$ cat config.mk
export PLATFORM = sky130hd
export DESIGN_NAME = addressable_led_bit_encoder
export DESIGN_NICKNAME = d
export VERILOG_FILES = /design/src/design/ledenc_pkg.sv /design/src/design/addressable_led_bit_encoder.sv /design/src/design/ledenc_ram.sv /design/src/design/ledenc_seq.sv
export SDC_FILE = /design/constraint.sdc
export NUM_CORES = 2
export LEC_CHECK = 0
export ABC_AREA = 1
export BUFFER_PORTS_ARGS = -buffer_cell sky130_fd_sc_hd__buf_2
export CAP_MARGIN = 20
export CORE_UTILIZATION = 36
export CTS_BUF_LIST = sky130_fd_sc_hd__clkbuf_2
export DETAILED_ROUTE_END_ITERATION = 12
export PLACE_DENSITY_LB_ADDON = 0.12
export REMOVE_ABC_BUFFERS = 1
export SKIP_LAST_GASP = 1
export SLEW_MARGIN = 20
export SYNTH_ARGS = -nofsm -noshare
export SYNTH_HDL_FRONTEND = slang
export SYNTH_HIERARCHICAL = 1
export SYNTH_SLANG_ARGS = --single-unit
$ cat constraint.sdc
create_clock -name clk -period 4.6 [get_ports clk]
set_input_delay 0.69 -clock clk [delete_from_list [all_inputs] [get_ports clk]]
set_output_delay 0.69 -clock clk [all_outputs]
set_load 0.05 [all_outputs]
$ cat src/design/ledenc_pkg.sv
// shared types, constants and helpers for the addressable led bit encoder
// no dependencies; imported by the top level, ledenc_seq and the testbench

package ledenc_pkg;

	localparam int PIXEL_COUNT     = 64;
	localparam int BYTES_PER_PIXEL = 3;
	localparam int RESET_SLOTS     = 50;

	localparam int PIX_AW  = (PIXEL_COUNT > 1) ? $clog2(PIXEL_COUNT) : 1;
	localparam int BYTE_W  = 2;
	localparam int GAP_W   = (RESET_SLOTS > 1) ? $clog2(RESET_SLOTS) : 1;
	localparam int PIXEL_W = BYTES_PER_PIXEL * 8;

	localparam logic [7:0] GREEN_SCALE     = 8'hB0;
	localparam logic [7:0] BLUE_SCALE      = 8'hF0;
	localparam logic [7:0] ZERO_DUTY_RESET = 8'd29;
	localparam logic [2:0] BIT_MSB         = 3'd7;

	// byte positions inside a stored pixel word (wire order)
	localparam logic [BYTE_W-1:0] BYTE_GREEN = 2'd0;
	localparam logic [BYTE_W-1:0] BYTE_RED   = 2'd1;
	localparam logic [BYTE_W-1:0] BYTE_BLUE  = 2'd2;
	localparam logic [BYTE_W-1:0] BYTE_WHITE = 2'd3;

	typedef enum logic [1:0] {
		OP_WRITE = 2'd0,
		OP_READ  = 2'd1,
		OP_START = 2'd2,
		OP_TICK  = 2'd3
	} op_t;

	// frame sequencer status seen by the datapath
	typedef struct packed {
		logic              active;
		logic              in_gap;
		logic              last_slot;
		logic [PIX_AW-1:0] pix;
		logic [BYTE_W-1:0] byte_sel;
		logic [2:0]        bit_sel;
	} slot_t;

	function automatic logic [7:0] scale_byte(input logic [7:0] v, input logic [7:0] f);
		logic [15:0] prod;
		prod = 16'(v) * 16'(f);
		return prod[15:8];
	endfunction

endpackage

$ cat src/design/addressable_led_bit_encoder.sv
// addressable led bit encoder top level: pixel store, frame sequencer, duty slot output
// depends on ledenc_pkg, ledenc_ram, ledenc_seq
// pipeline: an accepted input transaction is registered in stage 1 while the ram read runs, then in the result register
// throughput: one input transaction per cycle, set by the ram read port, while the sink does not hold the result
// reset: control, frame state and per-pixel valid bits clear at once; no clearing pass,
// a pixel never written since reset reads as zero through its valid bit

module addressable_led_bit_encoder (
	input  logic              clk,
	input  logic              arst_n,
	// input item stream
	input  logic              s_tvalid,
	output logic              s_tready,
	input  logic [39:0]       s_tdata,  // pixel_index[5:0], red, green, blue, white, zero pad
	input  ledenc_pkg::op_t   s_tuser,  // operation
	// result stream
	output logic              m_tvalid,
	input  logic              m_tready,
	output logic [47:0]       m_tdata,  // read_color[31:0], busy_refused, duty_value[8:0], pad
	output logic              m_tuser,  // duty_valid
	output logic              m_tlast,  // frame_last
	// zero bit duty register write channel
	input  logic              cfg_valid,
	output logic              cfg_ready,
	input  logic [7:0]        cfg_data
);
	import ledenc_pkg::*;

	// input fields
	logic [5:0] pixel_index;
	logic [7:0] red, green, blue, white;
	logic       accept;
	logic       advance;
	logic       px_ok;

	// sequencer and store
	slot_t              seq_status;
	logic               start_en, tick_en;
	logic               ram_we;
	logic [PIXEL_W-1:0] ram_wdata;
	logic [PIXEL_W-1:0] ram_rdata;
	logic [PIX_AW-1:0]  px_addr;
	logic [PIX_AW-1:0]  ram_raddr;
	logic [PIXEL_COUNT-1:0] pix_valid_q;

	logic [7:0] zero_duty_q;

	// stage 1: decoded item, ram read in flight
	logic              v_s1;
	op_t               op_s1;
	logic              refused_s1;
	logic              tick_s1;
	logic              data_slot_s1;
	logic              last_s1;
	logic              ok_s1;
	logic [BYTE_W-1:0] byte_s1;
	logic [2:0]        bit_s1;

	// result register
	logic        out_v_q;
	logic [31:0] color_q;
	logic        refused_q;
	logic [8:0]  duty_q;
	logic        duty_valid_q;
	logic        last_q;

	// result logic
	logic [7:0]  slot_byte;
	logic        slot_bit;
	logic [31:0] color_d;
	logic [8:0]  duty_d;

	assign pixel_index = s_tdata[5:0];
	assign red         = s_tdata[13:6];
	assign green       = s_tdata[21:14];
	assign blue        = s_tdata[29:22];
	assign white       = s_tdata[37:30];

	// whole pipe moves unless the result register is held by the sink
	assign advance  = !out_v_q || m_tready;
	assign s_tready = advance;
	assign accept   = s_tvalid && s_tready;

	assign px_ok   = (32'(pixel_index) < PIXEL_COUNT);
	assign px_addr = PIX_AW'(pixel_index);

	// config register: the user must write only while idle, the block itself does not enforce it; writes are always taken
	assign cfg_ready = 1'b1;

	always_ff @(posedge clk or negedge arst_n) begin
		if (!arst_n) begin
			zero_duty_q <= ZERO_DUTY_RESET;
		end else if (cfg_valid) begin
			zero_duty_q <= cfg_data;
		end
	end

	assign start_en = accept && (s_tuser == OP_START);
	assign tick_en  = accept && (s_tuser == OP_TICK);

	ledenc_seq u_seq (
		.clk      (clk),
		.arst_n   (arst_n),
		.start_en (start_en),
		.tick_en  (tick_en),
		.status   (seq_status)
	);

	// pixel write: refused while a frame is being sent
	assign ram_we = accept && (s_tuser == OP_WRITE) && !seq_status.active && px_ok;

	always_comb begin
		ram_wdata = '0;
		ram_wdata[8*BYTE_GREEN +: 8] = scale_byte(green, GREEN_SCALE);
		ram_wdata[8*BYTE_RED   +: 8] = red;
		ram_wdata[8*BYTE_BLUE  +: 8] = scale_byte(blue, BLUE_SCALE);
		if (BYTES_PER_PIXEL == 4) begin
			ram_wdata[PIXEL_W-1 -: 8] = white;
		end
	end

	// the single read port serves either a pixel read or the slot being sent
	assign ram_raddr = (s_tuser == OP_TICK) ? seq_status.pix : px_addr;

	ledenc_ram #(
		.WIDTH (PIXEL_W),
		.DEPTH (PIXEL_COUNT)
	) u_store (
		.clk   (clk),
		.we    (ram_we),
		.waddr (px_addr),
		.wdata (ram_wdata),
		.re    (accept),
		.raddr (ram_raddr),
		.rdata (ram_rdata)
	);

	// one valid bit per pixel stands in for clearing the store
	always_ff @(posedge clk or negedge arst_n) begin
		if (!arst_n) begin
			pix_valid_q <= '0;
		end else if (ram_we) begin
			pix_valid_q[px_addr] <= 1'b1;
		end
	end

	// stage 1 control
	always_ff @(posedge clk or negedge arst_n) begin
		if (!arst_n) begin
			v_s1 <= 1'b0;
		end else if (advance) begin
			v_s1 <= accept;
		end
	end

	// stage 1 payload
	always_ff @(posedge clk) begin
		if (accept) begin
			op_s1        <= s_tuser;
			refused_s1   <= seq_status.active
				&& ((s_tuser == OP_WRITE) || (s_tuser == OP_START));
			tick_s1      <= seq_status.active && (s_tuser == OP_TICK);
			data_slot_s1 <= !seq_status.in_gap;
			last_s1      <= seq_status.active && (s_tuser == OP_TICK)
				&& seq_status.last_slot;
			// out of range or never written reads as zero
			ok_s1        <= pix_valid_q[ram_raddr] && ((s_tuser == OP_TICK) || px_ok);
			byte_s1      <= seq_status.byte_sel;
			bit_s1       <= seq_status.bit_sel;
		end
	end

	// result logic
	always_comb begin
		slot_byte = ram_rdata[8*byte_s1 +: 8];
		slot_bit  = ok_s1 && slot_byte[bit_s1];

		color_d = '0;
		if ((op_s1 == OP_READ) && ok_s1) begin
			color_d[23:16] = ram_rdata[8*BYTE_RED   +: 8];
			color_d[15:8]  = ram_rdata[8*BYTE_GREEN +: 8];
			color_d[7:0]   = ram_rdata[8*BYTE_BLUE  +: 8];
			if (BYTES_PER_PIXEL == 4) begin
				color_d[31:24] = ram_rdata[PIXEL_W-1 -: 8];
			end
		end

		// one bit doubles the zero-bit compare value; gap slots are zero
		duty_d = '0;
		if (tick_s1 && data_slot_s1) begin
			duty_d = slot_bit ? {zero_duty_q, 1'b0} : {1'b0, zero_duty_q};
		end
	end

	// result register control
	always_ff @(posedge clk or negedge arst_n) begin
		if (!arst_n) begin
			out_v_q <= 1'b0;
		end else if (advance) begin
			out_v_q <= v_s1;
		end
	end

	// result register payload
	always_ff @(posedge clk) begin
		if (advance && v_s1) begin
			color_q      <= color_d;
			refused_q    <= refused_s1;
			duty_q       <= duty_d;
			duty_valid_q <= tick_s1;
			last_q       <= last_s1;
		end
	end

	assign m_tvalid = out_v_q;
	assign m_tdata  = {6'd0, duty_q, refused_q, color_q};
	assign m_tuser  = duty_valid_q;
	assign m_tlast  = last_q;

endmodule

$ cat src/design/ledenc_ram.sv
// generic single write port, single read port ram with registered read
// no package dependencies

module ledenc_ram #(
	parameter int WIDTH = 8,
	parameter int DEPTH = 16
) (
	input  logic                                         clk,
	input  logic                                         we,
	input  logic [((DEPTH > 1) ? $clog2(DEPTH) : 1)-1:0] waddr,
	input  logic [WIDTH-1:0]                             wdata,
	input  logic                                         re,
	input  logic [((DEPTH > 1) ? $clog2(DEPTH) : 1)-1:0] raddr,
	output logic [WIDTH-1:0]                             rdata
);

	logic [WIDTH-1:0] mem [DEPTH];

	always_ff @(posedge clk) begin
		if (we) begin
			mem[waddr] <= wdata;
		end
		if (re) begin
			rdata <= mem[raddr];
		end
	end

endmodule

$ cat src/design/ledenc_seq.sv
// frame sequencer: walks pixel, byte and bit msb first, then the reset gap
// depends on ledenc_pkg

module ledenc_seq (
	input  logic              clk,
	input  logic              arst_n,
	input  logic              start_en,
	input  logic              tick_en,
	output ledenc_pkg::slot_t status
);
	import ledenc_pkg::*;

	logic              active_q;
	logic              in_gap_q;
	logic [PIX_AW-1:0] pix_q;
	logic [BYTE_W-1:0] byte_q;
	logic [2:0]        bit_q;
	logic [GAP_W-1:0]  gap_q;
	logic              gap_end;

	assign gap_end = (gap_q == GAP_W'(RESET_SLOTS - 1));

	always_ff @(posedge clk or negedge arst_n) begin
		if (!arst_n) begin
			active_q <= 1'b0;
			in_gap_q <= 1'b0;
			pix_q    <= '0;
			byte_q   <= '0;
			bit_q    <= BIT_MSB;
			gap_q    <= '0;
		end else if (start_en && !active_q) begin
			active_q <= 1'b1;
			in_gap_q <= 1'b0;
			pix_q    <= '0;
			byte_q   <= '0;
			bit_q    <= BIT_MSB;
			gap_q    <= '0;
		end else if (tick_en && active_q) begin
			if (!in_gap_q) begin
				bit_q <= bit_q - 3'd1;
				if (bit_q == 3'd0) begin
					if (byte_q == BYTE_W'(BYTES_PER_PIXEL - 1)) begin
						byte_q <= '0;
						if (pix_q == PIX_AW'(PIXEL_COUNT - 1)) begin
							pix_q    <= '0;
							in_gap_q <= 1'b1;
						end else begin
							pix_q <= pix_q + PIX_AW'(1);
						end
					end else begin
						byte_q <= byte_q + BYTE_W'(1);
					end
				end
			end else if (gap_end) begin
				active_q <= 1'b0;
				in_gap_q <= 1'b0;
				gap_q    <= '0;
			end else begin
				gap_q <= gap_q + GAP_W'(1);
			end
		end
	end

	assign status.active    = active_q;
	assign status.in_gap    = in_gap_q;
	assign status.last_slot = in_gap_q && gap_end;
	assign status.pix       = pix_q;
	assign status.byte_sel  = byte_q;
	assign status.bit_sel   = bit_q;

endmodule

Word level (Yosys, flattened, before mapping)
Memory sizes are Yosys's and may differ from the RTL's. A register that Yosys moved wholly into a read port is not among the register bits.
Cells that the tools add are included.
{"block": "word_totals", "ramBits": 1536, "output_inout_bits": 53, "register_bits": 141, "elab_cells": 120, "input_bits": 55, "memories": 1}
{"block": "op_classes", "bitwise_logic": 2, "magnitude_cmp": 4, "reduce_logical": 35, "n_eq_ne": 7, "add_sub_neg": 4, "n_shift": 1, "mul": 2, "n_mux": 39}
{"name": "u_store.mem", "words": 64, "word_bits": 24, "rd": 1, "rd_ports_with_merged_regs": 1, "write_ports": 1, "line": "ledenc_ram.sv:17", "text": "logic [WIDTH-1:0] mem [DEPTH];"}
{"op": "$mux W6", "count": 11}
{"op": "$or A64 B64 Y64", "count": 1}
{"op": "$mul A8 B4 Y12 const B", "count": 2}
{"op": "$shiftx A24 B6 Y8", "count": 1}
{"op": "$logic_and A1 B1 Y1", "count": 16}
{"op": "$mux W1", "count": 16}
{"op": "$lt A6 B7 Y1 const B", "count": 2}
{"op": "$add A6 B1 Y6 const B", "count": 2}
{"op": "$eq A6 B6 Y1 const B", "count": 2}
{"op": "$mux W2", "count": 5}
{"op": "$reduce_bool A2 Y1", "count": 5}
{"op": "$mux W3", "count": 3}
{"op": "$mux W8", "count": 1}
{"op": "$bmux W1 S6", "count": 1}
{"op": "$demux W1 S6", "count": 1}
{"op": "$eq A2 B2 Y1 const B", "count": 3}
{"op": "$ge A6 B1 Y1 const B", "count": 1}
{"op": "$reduce_and A2 Y1", "count": 3}
{"op": "$reduce_and A3 Y1", "count": 2}
{"op": "$lt A3 B4 Y1 const B", "count": 1}
{"op": "$reduce_and A4 Y1", "count": 1}
{"op": "$bmux W1 S3", "count": 1}
{"op": "$logic_not A1 Y1", "count": 3}
{"op": "$logic_not A3 Y1", "count": 1}
{"op": "8 further kinds", "count": 9}

Longest topological paths before layout
{"block": "logic_depth", "word_depth": 7, "ltp_mapped": 18, "ltp_nobuf": 12}

Hierarchy
The synthesis kept the hierarchy.
{"mod": "ledenc_ram", "cells_per_inst": 5230, "instances": 1, "area_per_inst_um2": 62995.4}
{"mod": "addressable_led_bit_encoder", "cells_per_inst": 769, "instances": 1, "area_per_inst_um2": 6890.4}
{"mod": "ledenc_seq", "cells_per_inst": 146, "instances": 1, "area_per_inst_um2": 1159.9}

Worst setup path after synthesis
OpenSTA, ideal clock, no wires.
{"block": "synth_path", "path_type": "input to register", "startpoint": "in s_tdata[17]", "endpoint": "mem u_store/mem[0][7] in the netlist's numbering (data pin)", "path_stages": 11, "path_slack_ps": -887, "required_time_ps": 3898, "t_arrival_ps": 4785, "path_buffers": 0, "cell_sequence": "ha_1 -> inv_1 -> fa_1 -> inv_1 -> ha_1 -> nand2_1 -> a21oi_1 -> a211oi_1 -> nand2_1 -> a21oi_1 -> o21ai_0"}
{"block": "synth_via", "elab_chain_cells": 1}
{"item": "start: declaration", "line": "addressable_led_bit_encoder.sv:14", "text": "input logic [39:0] s_tdata,"}
{"item": "$mul A8 B4 Y12", "line": "ledenc_pkg.sv:45", "text": "prod = 16'(v) * 16'(f);"}
{"item": "via ram_wdata[7]", "line": "addressable_led_bit_encoder.sv:40", "text": "logic [PIXEL_W-1:0] ram_wdata;"}
{"item": "end: declaration", "line": "ledenc_ram.sv:17"}
The timed path passes the listed nets, and every way through them passes these cells.

Worst setup path in the final report
{"block": "layout_path", "startpoint": "in s_tdata[16]", "endpoint": "mem u_store/mem[40][6] in the netlist's numbering (data pin)"}
Same word-level chain as after synthesis.

==> flow_summary_export.csv <==
group,metric,value,unit
status,status,"finished, final reports clean",
logic_synthesis,syn_area_per_cell,11.6,um^2
hold_path,hold_start,"s_tdata[26]",
logic_synthesis,syn_inst,6145,
timing,finClkSkew,0.142,ns
logic_synthesis,synth_top_area_share,68.0,%
worst_setup_path,crit_top_cell,"dlygate4sd3_1",
timing,holdWs,0.278,ns
logic_synthesis,synthDistinctLibCells,46,
placement,post-dp-hpwl,125,mm
cts,cts_tree,"yes",
hold_path,hp-class,"primary input to flop",
pwr,max-vdd-ir-drop,0.000350,V
pwr,switchingPower,11.2,mW
worst_setup_path,end_kind,"flop",
grt,antenna_found_initial,9,
worst_setup_path,path_cells,"dlygate4sd3_1 -> buf_2 -> ha_1 -> ha_1 -> ha_1 -> nand4_1 -> dlygate4sd3_1 -> nand2_1 -> dlygate4sd3_1 -> nand4_1 -> dlygate4sd3_1 -> nand2_1 -> nand3_1 -> nand2_1 -> xor2_4 -> dlygate4sd3_1 -> buf_12",
logic_synthesis,yosys.area.top_type,"edfxtp_1",
timing,slew_headroom,16.2,%
pwr,power.density,438,nW/um^2
floorplanning,fp.dieH,446,um
flow_run,maxCapViolCount,0,
logic_synthesis,yosysSeqAreaShare,71.3,%
grt,first_global_vias,46500,
worst_setup_path,start_kind,"primary input",
worst_setup_path,max_stage_delay,0.67,ns
placement,gp_congestion,0.880,
pwr,power_frac_seq,52.9,%
timing,fin_setup_tns,0,ns
grt,grt_pass1_wl,321,mm
pwr,comb_power_share,18.2,%
floorplanning,core,195000,um^2
worst_setup_path,rrSetupSlack,0.67,ns
layout,stdcell_area,80700,um^2
cts,clkSinkCount,1701,
floorplanning,rows,162,
worst_setup_path,crit_start,"s_tdata[16]",
floorplanning,start_util,36.4,%
pwr,p_int,24.1,mW
placement,port_buffers,82,
logic_synthesis,yosys_most_used_dff,"edfxtp_1",
grt,grt_max_degree,103,
timing,fmax,0.244,GHz
routing,vias_per_cell,5.03,
pwr,swShare,31.7,%
layout,most-common-layout-cells,"nand2_1, edfxtp_1, nand3_1",
cts,cts_buffer_depth,4,
logic_synthesis,synthArstFlopShare,5.47,%
logic_synthesis,synth_area_leaders,"edfxtp_1, nand2_1, nand3_1",
grt,grt_use_total,22.1,%
routing,drt-pass1-iter-count,9,
routing,drtIter0Drc,4168,
logic_synthesis,synth_edf_count,1608,
routing,finalWirelength,221,mm
logic_synthesis,synth-seq-cells,1701,
timing,final_hold_viol_count,0,
worst_setup_path,r2r_start,"m_tvalid$_DFFE_PN0N_",
placement,placed_area,75600,um^2
worst_setup_path,crit_arrival,5.67,ns
logic_synthesis,synth_area,71000,um^2
cts,clockRootBuffer,"clkbuf_2",
layout,drive_above_1_share,16.5,%
layout,layout.nets,6776,
cts,path_clk_slew,0.09,ns
cts,numCtsBuffers,457,
cts,insertion_delay,1.87,ns
logic_synthesis,yosys_warnings,6,
floorplanning,dieWidth,446,um
pwr,p_leak,30.9,nW
pwr,clockPowerShare,28.9,%
floorplanning,dieArea,199000,um^2
worst_setup_path,cp_slowest_cell,"dlygate4sd3_1",
routing,wire_per_inst,23.0,um
floorplanning,ios,108,
layout,layout_commonest_cell,"nand2_1",
grt,grt-ovfl-total,0,
routing,drcViolationCount,0,
timing,min_period_over_period,89.3,%
timing,rsz0062_at_grt,"no",
routing,ant_nets,0,
cts,h-tree-depth,5,
worst_setup_path,path_max_fanout,64,
timing,slew_viol_final,0,
worst_setup_path,path_class,"primary input to flop",
timing,fin_crit,4.11,ns
worst_setup_path,cp.required,6.16,ns
timing,setup_viol,0,
timing,worst_pin_slew,1.26,ns
layout,area_growth,13.6,%
routing,vias,48400,
[Yosys cell counts (2+ instances only)]
master,instances
a211oi_1,2
a21o_1,3
a21oi_1,24
a21oi_2,2
buf_1,28
buf_2,180
buf_4,48
buf_6,49
buf_8,4
clkbuf_1,68
conb_1,2
dfrtp_1,86
dfstp_2,7
edfxtp_1,1608
fa_1,16
ha_1,38
inv_1,185
inv_2,7
inv_4,2
mux2_2,6
nand2_1,2080
nand2_2,5
nand2_4,2
nand3_1,1433
nand4_1,25
nor2_1,100
nor2_2,2
nor2_4,2
nor4_1,8
o211ai_1,3
o21ai_0,76
o21ai_1,12
o21ai_2,2
o22ai_1,2
xnor2_1,3
xor2_1,15
[cells by family (layout without fill, tap and decap cells)]
| family | after synthesis | in the layout | share of synthesized area, % |
|---|---|---|---|
| simple gates | 3664 | 3664 | 22.2 |
| flops | 1701 | 1701 | 71.3 |
| buf+inv | 572 | 1399 | 4.18 |
| compound gates | 128 | 128 | 0.963 |
| fa+ha+maj | 54 | 54 | 1.12 |
| xor+xnor | 18 | 18 | 0.222 |
| mux | 6 | 6 | 0.0951 |
| other cells | 2 | 22 | 0.0106 |
[power groups by stage]
stage                     clock network (mW)  logic (mW)  registers [mW]
after global placement                     0        6.29            19.0
after detailed placement                   0        6.38            19.0
after global routing                    11.3        6.97            18.7
final                                   10.2        6.44            18.7
after CTS                               10.6        6.50            18.7
after floorplan                            0        3.29            19.3
[worst max-delay path, delay by kind of cell]
kind / cells / cell delay [ns]
buffers and inverters: 7 / 3.36
adders and majority gates: 3 / 0.83
and+or+nand+nor: 6 / 0.56
xor gates and xnor gates: 1 / 0.14
[registers in the layout (all words and copies together), names as in the netlist, 6 cells and up]
signal,count
color_q,24
u_seq/gap_q,6
u_seq/pix_q,6
pix_valid_q,64
zero_duty_q,8
duty_q,9
u_store/mem,1536
u_store/rdata,24
[layout make-up]
type / count / area, um^2
Multi-Input combinational cell: 3885 / 18000
Tap cell: 2624 / 3280
Sequential cell: 1701 / 50600
Fill cell: 18900 / 115000
Inverter: 195 / 778
Clock buffer: 699 / 3500
Timing Repair Buffer: 427 / 4160
Antenna cell: 7 / 17.5
Clock inverter: 78 / 328
[per-layer routing]
metal | part of all wire, % | routed length (um) | track usage [%] | vias up
met5 | 0.0090 | 20 | 0 | -
met4 | 3.1 | 6840 | 8.02 | 2
met3 | 5.9 | 13100 | 3.92 | 326
met2 | 47 | 105000 | 35.6 | 1574
met1 | 44 | 96900 | 30.0 | 23800
li1 | - | - | - | 22700
[repair_timing]
action,in CTS,in global routing
buffers inserted,0,0
hold buffers,117,0
gates resized for setup,0,0
hold endpoints to repair,3146,0
[stage by stage]
step	std cells	utilization, %	worst slack (ns)	total power [mW]
finish	9616	41.3	0.494	35.4
global route	9612	41.3	0.329	37.0
CTS	9609	41.3	0.358	35.8
detailed placement	8715	38.7	0.481	25.4
global placement	8714	38.7	0.463	25.3
floorplan	5781	-	-14.37	22.6
[path summary, 6_finish.rpt]
path	end	cells past startpoint
min in group asynchronous	pix_valid_q[25]$_DFFE_PN0P_	5
setup / recovery	u_store/mem[40][6]$_DFFE_PP_	17
hold reg to reg	refused_q$_DFFE_PP_	0
hold / removal	u_store/mem[20][17]$_DFFE_PP_	7
max in group asynchronous	zero_duty_q[0]$_DFFE_PN1P_	6
setup reg to reg	u_store/mem[31][23]$_DFFE_PP_	9
No activity file was read; power rests on OpenSTA's default activity.
